==> src/hdl/led_strip_pixel_store_core_defines.svh <==
// Assertion macros shared by the pixel store modules.
`ifndef LED_STRIP_PIXEL_STORE_CORE_DEFINES_SVH
`define LED_STRIP_PIXEL_STORE_CORE_DEFINES_SVH
`ifndef SYNTHESIS
`define LSPS_ASSERT_IMP(label, cond, prop) \
   label: assert property (@(posedge clock) disable iff (reset) (cond) |-> (prop)) \
      else $error("pixel store assertion failed");
`define LSPS_ASSERT_NEXT(label, cond, prop) \
   label: assert property (@(posedge clock) disable iff (reset) (cond) |=> (prop)) \
      else $error("pixel store assertion failed");
`else
`define LSPS_ASSERT_IMP(label, cond, prop)
`define LSPS_ASSERT_NEXT(label, cond, prop)
`endif
`endif

==> src/hdl/lsps_pkg.sv <==
// Types and constants shared by the pixel store modules.
package lsps_pkg;

   localparam int BYTE_W      = 8;
   localparam int PIXEL_W     = 3 * BYTE_W;
   localparam int FUNC_W      = 3;
   localparam int INDEX_W     = 8;
   localparam int STEPS_W     = 9;
   localparam int COUNT_W     = 9;
   localparam int CFG_INDEX_W = 1;
   localparam int CFG_DATA_W  = 9;

   typedef enum logic [CFG_INDEX_W-1:0] {
      CSR_PIXEL_COUNT = 1'b0,
      CSR_GRB_ORDER   = 1'b1
   } csr_index_type;

   typedef enum logic [FUNC_W-1:0] {
      FUNC_SET   = 3'd0,
      FUNC_GET   = 3'd1,
      FUNC_CLEAR = 3'd2,
      FUNC_ROTL  = 3'd3,
      FUNC_ROTR  = 3'd4,
      FUNC_SHL   = 3'd5,
      FUNC_SHR   = 3'd6
   } func_type;

   typedef enum logic [2:0] {
      ST_CLEAR_INIT,
      ST_IDLE,
      ST_DECODE,
      ST_CLEAR_OP,
      ST_ROT_CAPTURE,
      ST_MOVE_READ,
      ST_MOVE_WRITE,
      ST_FINISH
   } state_type;

   typedef struct packed {
      logic capture;
      logic set_write;
      logic get_read;
      logic clr_start;
      logic clr_step;
      logic rot_read;
      logic rot_capture;
      logic shift_init;
      logic move_read;
      logic move_write;
      logic rsp_load;
   } cmd_type;

   typedef struct packed {
      logic [FUNC_W-1:0] func;
      logic              index_bad;
      logic              steps_bad;
      logic              count_zero;
      logic              clr_last;
      logic              move_last;
   } stat_type;

endpackage

==> src/hdl/lsps_controller.sv <==
// Sequencer that steps the pixel store through each operation.
`include "led_strip_pixel_store_core_defines.svh"
module lsps_controller (
   input  logic                clock,
   input  logic                reset,
   input  logic                req_valid,
   output logic                req_ready,
   output logic                rsp_valid,
   input  logic                rsp_ready,
   input  lsps_pkg::stat_type  stat,
   output lsps_pkg::cmd_type   cmd
);
   import lsps_pkg::*;

   state_type state_ff, state_in;
   logic      rsp_valid_ff, rsp_valid_in;
   logic      req_fire, rsp_free;

   assign req_ready = (state_ff == ST_IDLE);
   assign req_fire  = req_valid && req_ready;
   assign rsp_free  = !rsp_valid_ff || rsp_ready;

   always_comb begin
      state_in = state_ff;
      unique case (state_ff)
         ST_CLEAR_INIT:  state_in = stat.clr_last ? ST_IDLE : ST_CLEAR_INIT;
         ST_IDLE:        state_in = req_fire ? ST_DECODE : ST_IDLE;
         ST_DECODE: begin
            unique case (stat.func) inside
               FUNC_CLEAR:           state_in = ST_CLEAR_OP;
               FUNC_ROTL, FUNC_ROTR: state_in = stat.count_zero ? ST_FINISH : ST_ROT_CAPTURE;
               FUNC_SHL, FUNC_SHR:   state_in = stat.steps_bad ? ST_FINISH : ST_MOVE_READ;
               default:              state_in = ST_FINISH;
            endcase
         end
         ST_CLEAR_OP:    state_in = stat.clr_last ? ST_FINISH : ST_CLEAR_OP;
         ST_ROT_CAPTURE: state_in = ST_MOVE_READ;
         ST_MOVE_READ:   state_in = ST_MOVE_WRITE;
         ST_MOVE_WRITE:  state_in = stat.move_last ? ST_FINISH : ST_MOVE_READ;
         ST_FINISH:      state_in = rsp_free ? ST_IDLE : ST_FINISH;
         default:        state_in = ST_CLEAR_INIT;
      endcase
   end

   always_comb begin
      cmd         = '0;
      cmd.capture = req_fire;
      unique case (state_ff)
         ST_CLEAR_INIT: cmd.clr_step = 1'b1;
         ST_DECODE: begin
            cmd.set_write  = (stat.func == FUNC_SET) && !stat.index_bad;
            cmd.get_read   = (stat.func == FUNC_GET) && !stat.index_bad;
            cmd.clr_start  = (stat.func == FUNC_CLEAR);
            cmd.rot_read   = ((stat.func == FUNC_ROTL) || (stat.func == FUNC_ROTR))
                             && !stat.count_zero;
            cmd.shift_init = ((stat.func == FUNC_SHL) || (stat.func == FUNC_SHR))
                             && !stat.steps_bad;
         end
         ST_CLEAR_OP:    cmd.clr_step    = 1'b1;
         ST_ROT_CAPTURE: cmd.rot_capture = 1'b1;
         ST_MOVE_READ:   cmd.move_read   = 1'b1;
         ST_MOVE_WRITE:  cmd.move_write  = 1'b1;
         ST_FINISH:      cmd.rsp_load    = rsp_free;
         default:        cmd.capture     = req_fire;
      endcase
   end

   always_comb begin
      rsp_valid_in = rsp_valid_ff;
      if (cmd.rsp_load) begin
         rsp_valid_in = 1'b1;
      end else if (rsp_ready) begin
         rsp_valid_in = 1'b0;
      end
   end

   always_ff @(posedge clock) begin
      if (reset) begin
         state_ff     <= ST_CLEAR_INIT;
         rsp_valid_ff <= 1'b0;
      end else begin
         state_ff     <= state_in;
         rsp_valid_ff <= rsp_valid_in;
      end
   end

   assign rsp_valid = rsp_valid_ff;

   `LSPS_ASSERT_NEXT(a_fire_decode, req_fire, state_ff == ST_DECODE)
   `LSPS_ASSERT_IMP(a_init_quiet, state_ff == ST_CLEAR_INIT, !rsp_valid_ff && !req_ready)

endmodule

==> config.mk <==
export PLATFORM = sky130hd
export DESIGN_NAME = lsps_controller
export DESIGN_NICKNAME = d
export VERILOG_FILES = /design/src/hdl/lsps_pkg.sv /design/src/hdl/lsps_controller.sv
export VERILOG_INCLUDE_DIRS = /design/src /design/src/hdl
export SDC_FILE = /design/constraint.sdc
export NUM_CORES = 1
export LEC_CHECK = 0
export BUFFER_PORTS_ARGS = -buffer_cell sky130_fd_sc_hd__buf_4
export CAP_MARGIN = 20
export CELL_PAD_IN_SITES_DETAIL_PLACEMENT = 1
export CELL_PAD_IN_SITES_GLOBAL_PLACEMENT = 2
export CORE_ASPECT_RATIO = 0.8
export CORE_MARGIN = 3
export CORE_UTILIZATION = 21
export CTS_BUF_LIST = sky130_fd_sc_hd__clkbuf_16
export DETAILED_ROUTE_END_ITERATION = 7
export PLACE_DENSITY_LB_ADDON = 0.1
export SLEW_MARGIN = 5
export SYNTH_ARGS = -nofsm -noshare
export SYNTH_HDL_FRONTEND = slang
export SYNTH_SLANG_ARGS = --single-unit
==> constraint.sdc <==
create_clock -name clock -period 1.95 [get_ports clock]
set_clock_uncertainty 0.15 [all_clocks]
set_input_delay 0.195 -clock clock [delete_from_list [all_inputs] [get_ports clock]]
set_output_delay 0.195 -clock clock [all_outputs]
set_load 0.02 [all_outputs]
==> flow_metrics.env, run 1 <==
export IMPL_gp_congestion=0.674
export IMPL_synth_simple_area_share_pct=35.8
export IMPL_clockRootBuffer="clkbuf_16"
export IMPL_critPathTopFamily="simple AND/OR/NAND/NOR gates"
export IMPL_ir_drop_mv=0.479
export IMPL_io_buffers=24
export IMPL_grt_pass1_wl_um=2170
export IMPL_area_delta_synth_final_pct=63.9
export IMPL_dr_pass1_iters=3
export IMPL_synth_seq_cells=4
export IMPL_worstPathCellList="or3b_4 > nor4_2 > and2_1 > buf_4"
export IMPL_layout_drive_gt1_share_pct=48.7
export IMPL_worst_r2r_endpoint="state_ff[1]"
export IMPL_drt_initial_drc_count=11
export IMPL_regToRegStartpoint="state_ff[0]"
export IMPL_ctsHtreeMaxLevel=1
export IMPL_rows=13
export IMPL_dieWidth_um=56.2
export IMPL_dpl_cell_area_um2=609
export IMPL_layout_common_cells="buf_4 (27), nor3b_1 (4), nor2_1 (4), a21oi_1 (4), dfxtp_1 (4)"
export IMPL_layout_commonest_cell="buf_4"
export IMPL_critical_path_max_stage_delay_ps=450
export IMPL_netlist_instances=54
export IMPL_synth_nets=66
export IMPL_synth_compound_area_share_pct=25.1
export IMPL_dp_hpwl_um=1020
export IMPL_hold_depth=2
export IMPL_ff2ff_setup_slack_ps=520
export IMPL_maxSlewHeadroom_pct=73.5
export IMPL_fmax_mhz=543
export IMPL_r2r_cells=4
export IMPL_synth_async_reset_ratio_pct=0
export IMPL_worstSetupPathType="reg2out"
export IMPL_clk_path_buf_depth=2
export IMPL_critPathCapture="cmd[8]"
export IMPL_fin_ws_ps=109
export IMPL_die_area_um2=2590
export IMPL_vias_per_cell=4.65
export IMPL_drcViolationCount=0
export IMPL_crit_fanout=6
export IMPL_cts_buffers=3
export IMPL_p_per_area_nw_per_um2=693
export IMPL_finalCriticalPeriod_ps=1840
export IMPL_wl_um=1280
export IMPL_crit_slowest_cell="or3b_4"
export IMPL_synth_mux_area_share_pct=2.37
export IMPL_routedWlPerCell_um=13.1
export IMPL_postRouteAntennaNets=0
export IMPL_die_h_um=46.1
export IMPL_grt_pass1_vias=471
export IMPL_fin_area_um2=693
export IMPL_clk_pin_slew_ps=30
export IMPL_ys_seq_area_share_pct=18.9
export IMPL_io_pins=25
export IMPL_hold_buffers=0
export IMPL_dp_worst_setup_slack_ps=209
export IMPL_finalPower_uw=481
export IMPL_yosysWarnings=0
export IMPL_synth_cell_types=32
export IMPL_cp_num_buf_inv=1
export IMPL_tns_ps=0
export IMPL_core_um2=1760
export IMPL_gr_total_overflow=0
export IMPL_synth_top_family_by_area="simple AND/OR/NAND/NOR gates"
export IMPL_synth_top_area_cell="dfxtp_1"
export IMPL_vias=456
export IMPL_cp_depth=4
export IMPL_syn_area_per_cell_um2=7.83
export IMPL_critPathLaunchType="flip-flop"
export IMPL_worstMarginPinSlew_ps=395
export IMPL_ys_flop_type="dfxtp_1"
export IMPL_synthXorXnorAreaFrac_pct=4.14
export IMPL_outcome="complete, no violations"
export IMPL_cts_num_sinks=4
export IMPL_startpoint="state_ff[0]"
export IMPL_synthTopCellsByArea="dfxtp_1 (19%), nor3b_1 (7.1%), buf_4 (5.3%)"
export IMPL_synth_top_cell_area_share_pct=18.9
export IMPL_syn_area_um2=423
export IMPL_leakage_nw=0.296
export IMPL_hold_viol_final=0
export IMPL_antenna_found_initial=0
export IMPL_crit_arrival_ps=1500
export IMPL_antennaDiodeCount=0
export IMPL_crit_path_end_kind="output pin"
export IMPL_setup_viol=0
export IMPL_synth_edf_count=0
export IMPL_initial_core_util_pct=24.1
export IMPL_maxCapViolations=0
export IMPL_slew_viol_final=0
export IMPL_fillers=217
export IMPL_min_path_type="in2reg"
export IMPL_synth_fa_ha_area_share_pct=0
export IMPL_fin_util_pct=39.5
export IMPL_grt_max_degree=12
export IMPL_cts_tree="built"
export IMPL_fin_crit_sh_pct=94.4
export IMPL_clk_latency_ps=220
export IMPL_required_ps=1600
export IMPL_rsz0062_at_grt="no"
export IMPL_grt_total_usage_pct=11.0
export IMPL_fin_nets=90
## stage by stage
stage | instances | hold WS [ps]
6_report | 98 | 19.3
5_1_grt | 98 | 18.3
4_1_cts | 98 | 19.6
3_5_place_dp | 95 | 251
3_3_place_gp | 95 | 252
2_1_floorplan | 54 | 114
## cell usage after synthesis (2+ instances only)
cell	number
dfxtp_1	4
a21oi_1	4
nor2_1	4
nand2b_1	2
and2_1	3
nor3_1	3
buf_4	3
clkbuf_1	3
nor3b_1	4
inv_1	2
## worst min-delay path by stage
stage / from / endpoint
after detailed placement: reset / rsp_valid
after global placement: reset / rsp_valid
after global routing: reset / rsp_valid
final: reset / rsp_valid
after CTS: reset / rsp_valid
after floorplan: reset / rsp_valid
## layout make-up
type | count | area, um2 | share of cell area (%)
clock buffers | 3 | 75.1 | 10.8
inverters | 2 | 7.51 | 1.08
flip-flops and latches | 4 | 80.1 | 11.6
well taps | 22 | 27.5 | 3.97
repair buffers | 27 | 203 | 29.2
multi-input cells | 40 | 300 | 43.3
## power by group
group | internal (mW) | switching, mW | total, mW
sequential | 0.0844 | 0.00111 | 0.0855
combinational | 0.0359 | 0.0401 | 0.0760
clock | 0.262 | 0.0572 | 0.319
total | 0.382 | 0.0984 | 0.481
## kinds of logic (layout without fill, tap and decap cells)
| logic type | after synthesis | count (layout) |
|---|---|---|
| flops | 4 | 4 |
| mux | 1 | 1 |
| buf+inv | 10 | 32 |
| xor+xnor | 2 | 2 |
| compound gates | 13 | 13 |
| simple gates | 24 | 24 |
## flip-flops by register name (all words and copies together) (netlist names)
signal,cells
state_ff,3
rsp_valid,1
## repair_timing
action                     CTS  global route
setup endpoints to repair    2             2
hold endpoints to repair     0             0
gates resized for setup      1             1
buffers inserted             0             0
## layer usage
layer,wire (um),global-route usage (%),vias up
met5,0,0,-
met4,0,4.27,0
met3,60,3.92,0
met2,536,15.2,15
met1,683,15.3,205
li1,-,-,236
Note: power is estimated with default switching activity, not from simulation.
==> run 2, diff against run 1 <==
--- a/config.mk
+++ b/config.mk
@@ -16,6 +16,7 @@
 export CTS_BUF_LIST = sky130_fd_sc_hd__clkbuf_16
 export DETAILED_ROUTE_END_ITERATION = 7
 export PLACE_DENSITY_LB_ADDON = 0.1
+export RECOVER_POWER = 100
 export SLEW_MARGIN = 5
 export SYNTH_ARGS = -nofsm -noshare
 export SYNTH_HDL_FRONTEND = slang
==> flow_metrics.env, run 2 (synthesis results as in run 1) <==
export IMPL_clk_path_buf_depth=2
export IMPL_largest_register="state_ff"
export IMPL_die_h_um=46.1
export IMPL_slew_viol_final=0
export IMPL_r2r_cells=4
export IMPL_clk_latency_ps=220
export IMPL_outcome="complete, no violations"
export IMPL_ctsHtreeMaxLevel=1
export IMPL_crit_fanout=6
export IMPL_clockRootBuffer="clkbuf_16"
export IMPL_cts_tree="built"
export IMPL_dr_pass1_iters=3
export IMPL_fin_nets=90
export IMPL_cts_num_sinks=4
export IMPL_grt_pass1_wl_um=2170
export IMPL_wl_um=1280
export IMPL_area_delta_synth_final_pct=55.6
export IMPL_finalCriticalPeriod_ps=1860
export IMPL_hold_viol_final=0
export IMPL_tns_ps=0
export IMPL_crit_path_end_kind="output pin"
export IMPL_fmax_mhz=538
export IMPL_rsz0062_at_grt="no"
export IMPL_min_path_type="in2reg"
export IMPL_grt_pass1_vias=471
export IMPL_p_per_area_nw_per_um2=727
export IMPL_required_ps=1600
export IMPL_worstHoldStart="reset"
export IMPL_cts_resized=1
export IMPL_maxCapViolations=0
export IMPL_critical_path_max_stage_delay_ps=450
export IMPL_vias=459
export IMPL_initial_core_util_pct=24.1
export IMPL_die_area_um2=2590
export IMPL_grt_max_degree=12
export IMPL_maxSlewHeadroom_pct=73.5
export IMPL_finalPower_uw=479
export IMPL_worstPathCellList="or3b_4 > nor4_2 > and2_0 > buf_4"
export IMPL_hold_buffers=0
export IMPL_rows=13
export IMPL_postRouteAntennaNets=0
export IMPL_ir_drop_mv=0.479
export IMPL_critPathCapture="cmd[8]"
export IMPL_layout_common_cells="buf_4 (19), clkbuf_1 (8)"
export IMPL_grt_total_usage_pct=11.0
export IMPL_cp_depth=4
export IMPL_setup_viol=0
export IMPL_crit_slowest_cell="or3b_4"
export IMPL_regToRegStartpoint="state_ff[0]"
export IMPL_core_um2=1760
export IMPL_leakage_nw=0.259
export IMPL_largest_reg_flops=3
export IMPL_fin_crit_sh_pct=95.2
export IMPL_layout_drive_gt1_share_pct=36.8
export IMPL_layout_commonest_cell="buf_4"
export IMPL_routedWlPerCell_um=13.1
export IMPL_crit_arrival_ps=1510
export IMPL_dieWidth_um=56.2
export IMPL_gr_total_overflow=0
export IMPL_critPathTopFamily="simple AND/OR/NAND/NOR gates"
export IMPL_antenna_found_initial=0
export IMPL_vias_per_cell=4.68
export IMPL_dp_hpwl_um=1020
export IMPL_fin_util_pct=37.5
export IMPL_drt_initial_drc_count=8
export IMPL_io_buffers=24
export IMPL_gp_congestion=0.674
export IMPL_worst_r2r_endpoint="state_ff[1]"
export IMPL_post_cts_buffers=0
export IMPL_antennaDiodeCount=0
export IMPL_cp_num_buf_inv=1
export IMPL_ff2ff_setup_slack_ps=520
export IMPL_critPathLaunchType="flip-flop"
export IMPL_drcViolationCount=0
export IMPL_startpoint="state_ff[0]"
export IMPL_worstMarginPinSlew_ps=394
export IMPL_worstSetupPathType="reg2out"
export IMPL_cts_buffers=3
export IMPL_clk_pin_slew_ps=30
export IMPL_io_pins=25
-- run 2: power breakdown --
group          total (mW)  switching [mW]  leakage, nW  internal, mW
Clock               0.319          0.0572       0.0370         0.262
Combinational      0.0739          0.0397        0.190        0.0342
Sequential         0.0856         0.00111       0.0325        0.0844
-- run 2: how the worst min path moves through the flow --
stage                 to  slack [ps]  cells past startpoint
3_3_place_gp   rsp_valid         250                      2
5_1_grt        rsp_valid          20                      2
6_report       rsp_valid          20                      2
4_1_cts        rsp_valid          20                      2
2_1_floorplan  rsp_valid         110                      1
3_5_place_dp   rsp_valid         250                      2
-- run 2: routing by layer --
| metal | GRT usage, % | share of wire (%) |
|---|---|---|
| met1 | 15.3 | 53 |
| met2 | 15.2 | 42 |
| met3 | 3.92 | 4.6 |
| met4 | 4.27 | 0 |
| met5 | 0 | 0 |
-- run 2: layout make-up --
cell class	count	area, um2
Tap cell	22	27.5
Timing Repair Buffer	27	173
Multi-Input combinational cell	40	295
Clock buffer	3	75.1
Fill cell	221	1100
Inverter	2	7.51
Sequential cell	4	80.1
-- run 2: through the flow --
step                      cell area, um2  hold slack, ps  std cells  setup slack (ps)
after floorplan                      429             114         54              75.6
after global placement               609             252         95               288
after detailed placement             609             251         95               209
after CTS                            691            19.6         98              18.8
after global routing                 658            18.3         98              28.5
final                                658            18.8         98              92.6
